`config.mk`:
```
export PLATFORM = sky130hd
export DESIGN_NAME = bounded_deque_with_search_unit_flat
export DESIGN_NICKNAME = d
export VERILOG_FILES = /design/src/bdqs_pkg.sv /design/src/bdqs_if.sv /design/src/bdqs_cell.sv /design/src/bounded_deque_with_search_unit.sv /design/src/flat_wrapper.sv
export VERILOG_INCLUDE_DIRS = /design/src /design/src/src
export SDC_FILE = /design/constraint.sdc
export NUM_CORES = 2
export LEC_CHECK = 0
export BUFFER_PORTS_ARGS = -buffer_cell sky130_fd_sc_hd__buf_2
export CORE_ASPECT_RATIO = 0.7
export CORE_MARGIN = 3
export CORE_UTILIZATION = 42
export DETAILED_ROUTE_END_ITERATION = 10
export PLACE_DENSITY_LB_ADDON = 0.12
export RECOVER_POWER = 50
export REMOVE_ABC_BUFFERS = 1
export SYNTH_ARGS = -nofsm -noshare
export SYNTH_HDL_FRONTEND = slang
export SYNTH_SLANG_ARGS = --single-unit
```
`constraint.sdc`:
```
create_clock -name i_clk -period 6.57 [get_ports i_clk]
set_input_delay 0.3285 -clock i_clk [delete_from_list [all_inputs] [get_ports i_clk]]
set_output_delay 0.3285 -clock i_clk [all_outputs]
set_load 0.1 [all_outputs]
```
`src/assert_macros.svh`:
```
// Assertion macros shared by the deque RTL.
// Depends on nothing; included by files that carry concurrent assertions.
`ifndef ASSERT_MACROS_SVH
`define ASSERT_MACROS_SVH
`ifndef SYNTHESIS
`define BDQS_ASSERT(lbl, clk, rst_n, prop) \
    lbl: assert property (@(posedge clk) disable iff (!rst_n) (prop)) \
        else $error("assertion failed");
`define BDQS_ASSERT_NEXT(lbl, clk, rst_n, ante, cons) \
    lbl: assert property (@(posedge clk) disable iff (!rst_n) (ante) |=> (cons)) \
        else $error("assertion failed");
`else
`define BDQS_ASSERT(lbl, clk, rst_n, prop)
`define BDQS_ASSERT_NEXT(lbl, clk, rst_n, ante, cons)
`endif
`endif

```
`src/bdqs_pkg.sv`:
```
// Types, codes and sizing constants of the bounded deque with search.
// Depends on nothing; imported by the interfaces, the cell and the top level.
package bdqs_pkg;

    localparam int CAPACITY = 16;
    localparam int VALUE_W  = 32;
    localparam int CMD_W    = 3;
    localparam int STATUS_W = 2;
    localparam int TOTAL_W  = 5;
    localparam int CNT_W    = $clog2(CAPACITY + 1);

    typedef logic signed [VALUE_W-1:0] t_value;
    typedef logic [CMD_W-1:0]          t_cmd;
    typedef logic [STATUS_W-1:0]       t_status;
    typedef logic [TOTAL_W-1:0]        t_total;
    typedef logic [CNT_W-1:0]          t_count;

    localparam t_cmd CMD_PUSH_FRONT = 3'd0;
    localparam t_cmd CMD_PUSH_BACK  = 3'd1;
    localparam t_cmd CMD_POP_FRONT  = 3'd2;
    localparam t_cmd CMD_POP_BACK   = 3'd3;
    localparam t_cmd CMD_CONTAINS   = 3'd4;
    localparam t_cmd CMD_REMOVE     = 3'd5;

    localparam t_status ST_OK        = 2'd0;
    localparam t_status ST_FULL      = 2'd1;
    localparam t_status ST_EMPTY     = 2'd2;
    localparam t_status ST_NOT_FOUND = 2'd3;

    // Control broadcast to every cell in the cycle an item is accepted.
    typedef struct packed {
        logic   push_front;
        logic   push_back;
        logic   pop_front;
        logic   remove;
    } t_cell_ctrl;

    // Position of one cell relative to the current fill level.
    typedef struct packed {
        logic occ;
        logic tail;
    } t_cell_pos;

endpackage

```
`src/bdqs_if.sv`:
```
// Valid/ready channel interfaces for commands and results of the deque.
// Depends on bdqs_pkg.
interface bdqs_cmd_if;
    import bdqs_pkg::*;
    logic   valid;
    logic   ready;
    t_cmd   command;
    t_value operand_value;
    modport source (output valid, output command, output operand_value, input ready);
    modport sink (input valid, input command, input operand_value, output ready);
endinterface

interface bdqs_res_if;
    import bdqs_pkg::*;
    logic    valid;
    logic    ready;
    t_status status;
    logic    found;
    t_value  front_value;
    t_value  back_value;
    t_total  entry_total;
    logic    is_empty;
    modport source (output valid, output status, output found, output front_value,
                    output back_value, output entry_total, output is_empty, input ready);
    modport sink (input valid, input status, input found, input front_value,
                  input back_value, input entry_total, input is_empty, output ready);
endinterface

```
`src/bdqs_cell.sv`:
```
// One storage cell of the deque chain: holds a value, compares it, shifts.
// Depends on bdqs_pkg.
module bdqs_cell (
    input  logic                i_clk,
    input  bdqs_pkg::t_cell_ctrl i_ctrl,
    input  bdqs_pkg::t_value     i_operand,
    input  bdqs_pkg::t_cell_pos  i_pos,
    input  bdqs_pkg::t_value     i_left_value,
    input  bdqs_pkg::t_value     i_right_value,
    input  logic                i_hit,
    output bdqs_pkg::t_value     o_value,
    output logic                o_hit
);
    import bdqs_pkg::*;

    t_value r_value;
    t_value n_value;
    logic   w_match;

    assign w_match = i_pos.occ && (r_value == i_operand);
    // The hit chain marks the first matching cell and every cell behind it.
    assign o_hit   = i_hit || w_match;
    assign o_value = r_value;

    always_comb begin
        n_value = r_value;
        priority if (i_ctrl.push_front) begin
            n_value = i_left_value;
        end else if (i_ctrl.pop_front || (i_ctrl.remove && o_hit)) begin
            n_value = i_right_value;
        end else if (i_ctrl.push_back && i_pos.tail) begin
            n_value = i_operand;
        end
    end

    always_ff @(posedge i_clk) begin
        r_value <= n_value;
    end

endmodule

```
`src/bounded_deque_with_search_unit.sv`:
```
// Bounded deque with membership search, built as a chain of storage cells.
// An accepted item updates the cells and sets the busy register; the output register then
// samples front, back and count and the result goes valid. A new item is taken only when
// the block is not busy and no result is held, or the held result is being taken.
// Reset (synchronous, active low) empties the deque and drops any pending result;
// cell contents are not cleared.
`include "assert_macros.svh"
module bounded_deque_with_search_unit (
    input  logic        i_clk,
    input  logic        i_rst_n,
    bdqs_cmd_if.sink    i_cmd,
    bdqs_res_if.source  o_res
);
    import bdqs_pkg::*;

    t_count     r_count;
    t_count     n_count;
    logic       r_busy;
    logic       r_out_valid;
    t_status    r_status;
    t_status    n_status;
    logic       r_found;
    logic       n_found;
    t_value     r_front;
    t_value     r_back;
    t_total     r_total;
    logic       r_is_empty;

    logic       w_accept;
    logic       w_full;
    logic       w_empty;
    t_cell_ctrl w_ctrl;
    t_cell_pos  w_pos   [CAPACITY];
    t_value     w_value [CAPACITY];
    logic       w_hit   [CAPACITY+1];
    logic       w_last  [CAPACITY];
    t_value     w_front;
    t_value     w_back;

    assign i_cmd.ready = !r_busy && (!r_out_valid || o_res.ready);
    assign w_accept    = i_cmd.valid && i_cmd.ready;
    assign w_full      = (r_count == CNT_W'(CAPACITY));
    assign w_empty     = (r_count == '0);
    assign w_hit[0]    = 1'b0;

    genvar gi;
    generate
        for (gi = 0; gi < CAPACITY; gi++) begin : g_cell
            t_value w_left;
            t_value w_right;
            assign w_pos[gi].occ  = (CNT_W'(gi) < r_count);
            assign w_pos[gi].tail = (CNT_W'(gi) == r_count);
            assign w_last[gi]     = (CNT_W'(gi + 1) == r_count);
            if (gi == 0) begin : g_first
                assign w_left = i_cmd.operand_value;
            end else begin : g_mid
                assign w_left = w_value[gi-1];
            end
            if (gi == CAPACITY - 1) begin : g_end
                assign w_right = w_value[gi];
            end else begin : g_inner
                assign w_right = w_value[gi+1];
            end
            bdqs_cell u_cell (
                .i_clk         (i_clk),
                .i_ctrl        (w_ctrl),
                .i_operand     (i_cmd.operand_value),
                .i_pos         (w_pos[gi]),
                .i_left_value  (w_left),
                .i_right_value (w_right),
                .i_hit         (w_hit[gi]),
                .o_value       (w_value[gi]),
                .o_hit         (w_hit[gi+1])
            );
        end
    endgenerate

    // Decode the command; cell control is only raised on an accepted item.
    always_comb begin
        w_ctrl         = '0;
        n_status       = ST_OK;
        n_found        = 1'b0;
        n_count        = r_count;
        unique case (i_cmd.command)
            CMD_PUSH_FRONT: begin
                if (w_full) begin
                    n_status = ST_FULL;
                end else begin
                    w_ctrl.push_front = w_accept;
                    n_count           = r_count + CNT_W'(1);
                end
            end
            CMD_PUSH_BACK: begin
                if (w_full) begin
                    n_status = ST_FULL;
                end else begin
                    w_ctrl.push_back = w_accept;
                    n_count          = r_count + CNT_W'(1);
                end
            end
            CMD_POP_FRONT: begin
                if (w_empty) begin
                    n_status = ST_EMPTY;
                end else begin
                    w_ctrl.pop_front = w_accept;
                    n_count          = r_count - CNT_W'(1);
                end
            end
            CMD_POP_BACK: begin
                if (w_empty) begin
                    n_status = ST_EMPTY;
                end else begin
                    n_count = r_count - CNT_W'(1);
                end
            end
            CMD_CONTAINS: begin
                if (w_hit[CAPACITY]) begin
                    n_found = 1'b1;
                end else begin
                    n_status = ST_NOT_FOUND;
                end
            end
            CMD_REMOVE: begin
                if (w_hit[CAPACITY]) begin
                    n_found       = 1'b1;
                    w_ctrl.remove = w_accept;
                    n_count       = r_count - CNT_W'(1);
                end else begin
                    n_status = ST_NOT_FOUND;
                end
            end
            default: begin
            end
        endcase
    end

    // Front and back readout from the cells as they stand after the update.
    always_comb begin
        w_front = w_empty ? '0 : w_value[0];
        w_back  = '0;
        for (int k = 0; k < CAPACITY; k++) begin
            if (w_last[k]) begin
                w_back = w_back | w_value[k];
            end
        end
    end

    always_ff @(posedge i_clk) begin
        if (!i_rst_n) begin
            r_count     <= '0;
            r_busy      <= 1'b0;
            r_out_valid <= 1'b0;
        end else begin
            r_busy <= w_accept;
            if (w_accept) begin
                r_count <= n_count;
            end
            if (r_busy) begin
                r_out_valid <= 1'b1;
            end else if (o_res.ready) begin
                r_out_valid <= 1'b0;
            end
        end
    end

    always_ff @(posedge i_clk) begin
        if (w_accept) begin
            r_status <= n_status;
            r_found  <= n_found;
        end
        if (r_busy) begin
            r_front    <= w_front;
            r_back     <= w_back;
            r_total    <= TOTAL_W'(r_count);
            r_is_empty <= w_empty;
        end
    end

    assign o_res.valid       = r_out_valid;
    assign o_res.status      = r_status;
    assign o_res.found       = r_found;
    assign o_res.front_value = r_front;
    assign o_res.back_value  = r_back;
    assign o_res.entry_total = r_total;
    assign o_res.is_empty    = r_is_empty;

    `BDQS_ASSERT(a_count_bound, i_clk, i_rst_n, r_count <= CNT_W'(CAPACITY))
    `BDQS_ASSERT_NEXT(a_accept_busy, i_clk, i_rst_n, w_accept, r_busy && !r_out_valid)
    `BDQS_ASSERT_NEXT(a_busy_result, i_clk, i_rst_n, r_busy, r_out_valid && !r_busy)
    `BDQS_ASSERT(a_found_ok, i_clk, i_rst_n, !(r_out_valid && r_found) || (r_status == ST_OK))

endmodule

```
`src/flat_wrapper.sv`:
```
// flat-port wrapper written by rule: the top's interface ports become plain ports
module bounded_deque_with_search_unit_flat import bdqs_pkg::*;
  (i_clk, i_rst_n, i_cmd_valid, i_cmd_command, i_cmd_operand_value, i_cmd_ready, o_res_valid, o_res_status, o_res_found, o_res_front_value, o_res_back_value, o_res_entry_total, o_res_is_empty, o_res_ready);
  bdqs_cmd_if i_cmd_i ();
  bdqs_res_if o_res_i ();
  input  logic i_clk;
  input  logic i_rst_n;
  input wire logic [$bits(i_cmd_i.valid)-1:0] i_cmd_valid;
  input wire logic [$bits(i_cmd_i.command)-1:0] i_cmd_command;
  input wire logic [$bits(i_cmd_i.operand_value)-1:0] i_cmd_operand_value;
  output wire logic [$bits(i_cmd_i.ready)-1:0] i_cmd_ready;
  output wire logic [$bits(o_res_i.valid)-1:0] o_res_valid;
  output wire logic [$bits(o_res_i.status)-1:0] o_res_status;
  output wire logic [$bits(o_res_i.found)-1:0] o_res_found;
  output wire logic [$bits(o_res_i.front_value)-1:0] o_res_front_value;
  output wire logic [$bits(o_res_i.back_value)-1:0] o_res_back_value;
  output wire logic [$bits(o_res_i.entry_total)-1:0] o_res_entry_total;
  output wire logic [$bits(o_res_i.is_empty)-1:0] o_res_is_empty;
  input wire logic [$bits(o_res_i.ready)-1:0] o_res_ready;
  assign i_cmd_i.valid = i_cmd_valid;
  assign i_cmd_i.command = i_cmd_command;
  assign i_cmd_i.operand_value = i_cmd_operand_value;
  assign i_cmd_ready = i_cmd_i.ready;
  assign o_res_valid = o_res_i.valid;
  assign o_res_status = o_res_i.status;
  assign o_res_found = o_res_i.found;
  assign o_res_front_value = o_res_i.front_value;
  assign o_res_back_value = o_res_i.back_value;
  assign o_res_entry_total = o_res_i.entry_total;
  assign o_res_is_empty = o_res_i.is_empty;
  assign o_res_i.ready = o_res_ready;
  bounded_deque_with_search_unit u_core (.i_clk(i_clk), .i_rst_n(i_rst_n), .i_cmd(i_cmd_i), .o_res(o_res_i));
endmodule
```
## Word level (Yosys, flattened, before mapping)

Index checks and enable logic that the tools add are counted.

- Logic and storage cells: 291
- Register bits: 592
- Bits of input ports: 39
- Output and inout port bits: 75

- Equal/unequal tests: 42
- Bitwise logic cells: 15
- Magnitude comparators: 16
- Reduce and logical (&&, ||, !) cells: 109
- Add/subtract/negate cells: 2
- Multiplexer cells: 82

Operators by type and width:

| cell | count |
|---|---|
| 32-bit 2-to-1 mux | 64 |
| 32-bit == test | 16 |
| 32-bit bitwise OR | 15 |
| 1-bit logical AND | 50 |
| 3-bit nonzero test | 16 |
| 4-bit by 5-bit == test with 1-bit output, first input constant | 8 |
| 4-bit by 5-bit less-than comparator with 1-bit output, first input constant | 8 |
| 1-bit logical OR | 32 |
| 3-bit by 5-bit == test with 1-bit output, first input constant | 4 |
| 3-bit by 5-bit less-than comparator with 1-bit output, first input constant | 4 |
| 5-bit 2-to-1 mux | 3 |
| 5-bit one-hot mux with 3 select lines | 1 |
| 1-bit 2-to-1 mux | 11 |
| 2-bit by 5-bit == test with 1-bit output, first input constant | 2 |
| 1-bit by 5-bit less-than comparator with 1-bit output, first input constant | 2 |
| 2-bit by 5-bit less-than comparator with 1-bit output, first input constant | 2 |
| 3-bit by 2-bit == test with 1-bit output, second input constant | 2 |
| 3-bit == test, second input constant | 2 |
| 2-bit inequality test, second input constant | 3 |
| 2-bit one-hot mux with 3 select lines | 1 |
| 2-bit OR reduction | 3 |
| 5-bit by 1-bit adder with 5-bit output, second input constant | 1 |
| 1-bit by 5-bit == test with 1-bit output, first input constant | 1 |
| 5-bit == test, first input constant | 1 |
| 11 further kinds | 14 |

## Longest topological paths before layout

- Depth in word-level cells: 32
- Gate-level depth with buffers: 15
- Depth with buffers taken out: 11

## Cells and area by module

Synthesis repeated with hierarchy kept, for this count alone.

- Cells, all modules: 4627
- Area, all modules: 42759.8 um^2

By module, submodules not included:

| module | cells an instance | times used | sequential area each (um^2) | area an instance (um^2) |
|---|---|---|---|---|
| bdqs_cell | 247 | 16 | 960.9 | 2254.7 |
| bounded_deque_with_search_unit | 675 | 1 | 2332.2 | 6685.2 |

## Worst setup path after synthesis

No wires, ideal clock.

- Kind: register -> register
- From: register u_core.r_busy
- To: register u_core.g_cell[7].u_cell.r_value[0], enable pin
- Cell stages (with the launch flop): 8
- Setup slack: -0.201 ns
- Path buffers: 3
- Data required time: 6.104 ns
- Data arrival time: 6.306 ns
- Period minus slack after synthesis: 6.771 ns
- Setup time: 0.466 ns
- Path through: dfxtp_1 > a21oi_1 > and2_1 > clkbuf_1 > nand2_1 > clkbuf_1 > clkbuf_1 > o21ai_0

- Word-level cells in the longest chain between the ends: 8
- Elaborated cells between the ends (all ways): 14
- Classes of those cells: 7 x mux; 7 x reduce/logical

RTL lines:

| what | line | RTL |
|---|---|---|
| start, declared | bounded_deque_with_search_unit.sv:18 | `logic r_busy;` |
| start signal, assigned | bounded_deque_with_search_unit.sv:154 | `r_busy <= w_accept;` |
| 1-bit logical NOT * | bounded_deque_with_search_unit.sv:40 | `assign i_cmd.ready = !r_busy && (!r_out_valid \|\| o_res.ready);` |
| 1-bit logical AND * | bounded_deque_with_search_unit.sv:40 |  |
| named net i_cmd_ready | flat_wrapper.sv:11 | `output wire logic [$bits(i_cmd_i.ready)-1:0] i_cmd_ready;` |
| 1-bit logical AND * | bounded_deque_with_search_unit.sv:41 | `assign w_accept = i_cmd.valid && i_cmd.ready;` |
| named net u_core.w_accept | bounded_deque_with_search_unit.sv:29 | `logic w_accept;` |
| 1-bit 2-to-1 mux | bounded_deque_with_search_unit.sv:124 | `if (w_hit[CAPACITY]) begin` |
| 1-bit 2-to-1 mux | bounded_deque_with_search_unit.sv:84 | `unique case (i_cmd.command)` |
| 1-bit logical AND | bdqs_cell.sv:29 | `end else if (i_ctrl.pop_front \|\| (i_ctrl.remove && o_hit)) begin` |
| 1-bit logical OR | bdqs_cell.sv:29 |  |
| 3-bit nonzero test (no source line) * | -- |  |
| end signal, assigned | bdqs_cell.sv:37 | `r_value <= n_value;` |
| end, declared | bdqs_cell.sv:16 | `t_value r_value;` |

Mark *: on every way through the listed nets, which the timed path passes. The rest lies on a longest branch.
A chain may end at the register's enable or synchronous reset.

## Worst setup path after layout

- From: register u_core.r_count[1]
- To: register u_core.g_cell[7].u_cell.r_value[11], enable pin

- Word-level cells in the longest chain between the ends: 22
- Elaborated cells between the ends (all ways): 61
- Classes of those cells: 16 x order compare; 2 x eq/ne; 7 x mux; 36 x reduce/logical

RTL lines:

| what | line | RTL |
|---|---|---|
| start, declared | bounded_deque_with_search_unit.sv:16 | `t_count r_count;` |
| start signal, assigned | bounded_deque_with_search_unit.sv:156 | `r_count <= n_count;` |
| 1-bit by 5-bit less-than comparator with 1-bit output | bounded_deque_with_search_unit.sv:51 | `assign w_pos[gi].occ = (CNT_W'(gi) < r_count);` |
| 1-bit logical AND | bdqs_cell.sv:20 | `assign w_match = i_pos.occ && (r_value == i_operand);` |
| 1-bit logical OR (15 in series) | bdqs_cell.sv:22 | `assign o_hit = i_hit \|\| w_match;` |
| 1-bit 2-to-1 mux | bounded_deque_with_search_unit.sv:124 |  |
| 1-bit 2-to-1 mux | bounded_deque_with_search_unit.sv:84 |  |
| 1-bit logical AND | bdqs_cell.sv:29 |  |
| 1-bit logical OR | bdqs_cell.sv:29 |  |
| 3-bit nonzero test (no source line) * | -- |  |

Mark *: on every way between the ends. The rest lies on a longest branch, timed or not.

==> key figures <==
Outcome
  • Status: finished, violations left
  • Violations in the final reports: max-capacitance violations, max-slew violations

Power
  • Power density cells: 241.1 nW/um^2
  • P_leak: 14.66 nW
  • Tot Pwr: 10.56 mW
  • Peak VDD IR: 166.7 uV

Yosys
  • Mux contribution to synthesized area: 7.295%
  • Yosys reg bits: 592
  • Post-Synth XOR/XNOR Area: 11.10%
  • Synth Area in Adders: 0.1545%
  • Mapped cell area: 40480 sq um
  • Compound-cell area share of the yosys netlist: 17.38%
  • Syn Inst Count: 4163
  • FFs w/ async S/R, synth: 0%
  • Mean Syn Cell Area: 9.723 sq um
  • Simple-Gate Fraction of Synth Area: 15.41%
  • Proportion of synthesized chip area in sequential cells: 43.74%
  • Synth cell types: 68
  • Largest family of logic cells by synthesized area: compound AO/OA/AOI/OAI gates
  • Ys Warns: 0
  • Number of enable flip-flop cells after synthesis: 585
  • Primary FF master, synth: edfxtp_1

Clocking
  • Clock transition at the registers of the reported paths: 0.06 ns
  • H-Tree Depth: 3
  • Setup Buffers After CTS: 0
  • CTS Buf Count: 71
  • Clk sink count: 592
  • Root Buffer: clkbuf_16
  • Clock Latency Late Sink: 0.68 ns
  • Post-CTS resize count: 0
  • Hold_buf cts: 2
  • TritonCTS clock tree: yes
  • Longest Clk Path Bufs: 3

Global routing
  • First-pass GRT wire length: 284400 microns
  • Largest net degree at the start of global routing: 193
  • Total GRT Usage: 40.53%
  • Initial antenna violation count: 2
  • Number of global-route vias before repair: 33750
  • Total global routing overflow: 0

Setup path
  • CP Launch Type: flip-flop
  • Crit-path most repeated cell: o21ai_0
  • Worst-case reg-to-reg path depth: 9
  • CP peak stage delay: 1.95 ns
  • CP Max Fanout: 20
  • WP data required: 6.90 ns
  • Worst Path Arrival: 6.16 ns
  • Crit-path slowest cell: o21ai_0
  • Setup crit end kind: flip-flop
  • Worst path cell trace: inv_1, ha_1, o21ai_0, nand4_1, or3_1, nand3_1, nor3_1, o21ai_0, buf_4
  • CP Class: flip-flop to flip-flop

Place
  • Detail Placement HPWL: 154500 microns
  • PortBufs: 113
  • Dpl cell area: 41680 sq um
  • Placer Congestion: 1.060

Floorplanning
  • Initial core utilization: 42.70%
  • Die W: 377.1 microns
  • Die height: 265.7 microns
  • Core area: 94800 sq um
  • Row cnt: 94
  • Die ar.: 100200 sq um
  • # IOs: 114

Cells and area
  • Seq. cell area: 17710 sq um
  • Layout cells sized above 1: 7.160%
  • Area grow syn2layout: 8.194%
  • Final Cell Area: 43800 sq um
  • Multi-input logic area: 20910 sq um
  • Final net count: 4070
  • Final core utilization: 46.20%
  • # fillers: 9172

STA
  • Count of final hold-check violations: 0
  • RSZ-0062 raised after global routing: no
  • Final setup vio count: 0
  • Fmax achieved: 171.8 MHz
  • Period Utilization, post-route: 88.60%
  • Final min period: 5.821 ns
  • Clock Skew: 0.02950 ns
  • Final Slew Violations: 350
  • Worst Max-Slew Pin Slew: 3.250 ns
  • Slew headroom: -116.7%

Drt
  • Total routed wirelength: 209600 microns
  • Routed Antenna Nets: 0
  • DRC viols: 0
  • Via density: 7.000
  • Detailed-router iteration count before antenna repair: 6
  • Routed WL per cell: 39.35 microns
  • Via count: 37290
  • DRT iter0 DRCs: 6748

Min path
  • Hold Path Depth: 4
  • Hold WC Path Type: input pin to flip-flop

Job
  • Max-cap violations: 13
==> cells by family after synthesis <==
kind of cell | after synthesis
flip-flops | 592
adder cells (fa/ha/maj) | 5
AND/OR/NAND/NOR | 1294
AO/OA/AOI/OAI | 1034
XOR/XNOR | 513
buffers and inverters | 434
multiplexers | 291
==> synthesized netlist by cell type (14+ instances only) <==
master	n	share of area, %
a211oi_1	68	1.3
a21oi_1	114	1.4
a221o_1	49	1.2
a221oi_1	128	2.8
a22o_1	128	2.8
a31oi_1	37	0.57
and2_1	39	0.60
buf_1	34	0.32
buf_2	83	1.0
buf_4	41	0.76
buf_6	14	0.39
clkbuf_1	254	2.4
edfxtp_1	585	43
mux2_2	32	0.89
mux2i_1	259	6.4
nand2_1	501	4.6
nand3_1	48	0.59
nand4_1	171	2.6
nor2_1	217	2.0
nor2b_1	36	0.56
nor3_1	91	1.1
nor4_1	111	1.7
o211ai_1	15	0.28
o21ai_0	320	4.0
o22ai_1	97	1.5
o311a_1	36	0.89
xnor2_1	311	6.7
xor2_1	202	4.4
==> cells in the final DEF, fill, tap and decap left out, drive strengths merged, types with 93 or more instances in the layout <==
cell / synthesis / routed
buf: 172 / 132
nor2: 217 / 217
nand2: 502 / 502
nor3: 93 / 93
a22o: 128 / 128
nand4: 171 / 171
a221oi: 128 / 128
a21oi: 114 / 114
clkbuf: 254 / 171
xnor2: 311 / 311
mux2i: 259 / 259
xor2: 202 / 202
o21ai: 334 / 334
nor4: 111 / 111
edfxtp: 585 / 585
o22ai: 97 / 97
==> metrics by stage <==
step / setup TNS (ns) / hold slack, ns / setup slack (ns) / std cells
2_1_floorplan: -8932.23 / 0.4567 / -18.33 / 3737
3_3_place_gp: 0 / 0.4722 / 1.549 / 5199
3_5_place_dp: 0 / 0.4834 / 1.534 / 5199
4_1_cts: 0 / 0.04321 / 1.563 / 5326
5_1_grt: 0 / 0.09971 / 0.5874 / 5327
6_report: 0 / 0.08005 / 0.7488 / 5327
==> sequential cells by signal (all words and copies together), names as in the netlist <==
name and count:
u_core.g_cell.u_cell.o_value 512, u_core.o_res.back_value 32, u_core.o_res.front_value 32, u_core.o_res.entry_total 5, u_core.r_count 5, u_core.o_res.status 2
u_core.o_res.found 1, u_core.o_res.is_empty 1, u_core.o_res.valid 1, u_core.r_busy 1
==> metal layers <==
layer / routed length, microns / vias up / global-route usage [%]
met5: 20 / - / 0
met4: 8571 / 2 / 11.51
met3: 34760 / 389 / 21.66
met2: 80320 / 2789 / 53.89
met1: 85930 / 18610 / 56.31
li1: - / 15500 / -
==> final timing paths <==
kind / start / to / slack (ns)
worst max-delay path: u_core.r_count[1] / u_core.g_cell[7].u_cell.o_value[11] / 0.75
worst min-delay path: o_res_ready / u_core.o_res.valid / 0.08
worst max register to register: u_core.r_count[1] / u_core.g_cell[7].u_cell.o_value[11] / 0.75
worst min register to register: u_core.r_count[2] / u_core.r_count[2] / 0.50
==> worst max-delay path: cells and delay by family, from the launching register on <==
family	cells	cell delay (ns)
AOI/OAI and AO/OA	2	2.52
and+or+nand+nor	4	1.08
buffers and inverters	2	0.81
DFF	1	0.70
adders and majority gates	1	0.35
==> layout make-up <==
type,instances,area share (%)
repair buffers,216,2.943
multi-input cells,3137,47.74
well taps,1248,3.565
flip-flops and latches,592,40.43
clock inverters,36,0.9656
diodes,1,0.005714
clock buffers,89,4.282
inverters,8,0.06857
==> report_power, final <==
| part | switching [mW] | leakage, nW | internal, mW | total, mW |
|---|---|---|---|---|
| sequential | 0.208 | 5.42 | 4.35 | 4.56 |
| clock | 1.82 | 1.11 | 2.35 | 4.17 |
| combinational | 1.37 | 8.13 | 0.465 | 1.84 |
Power figures use the tool's default switching activity.
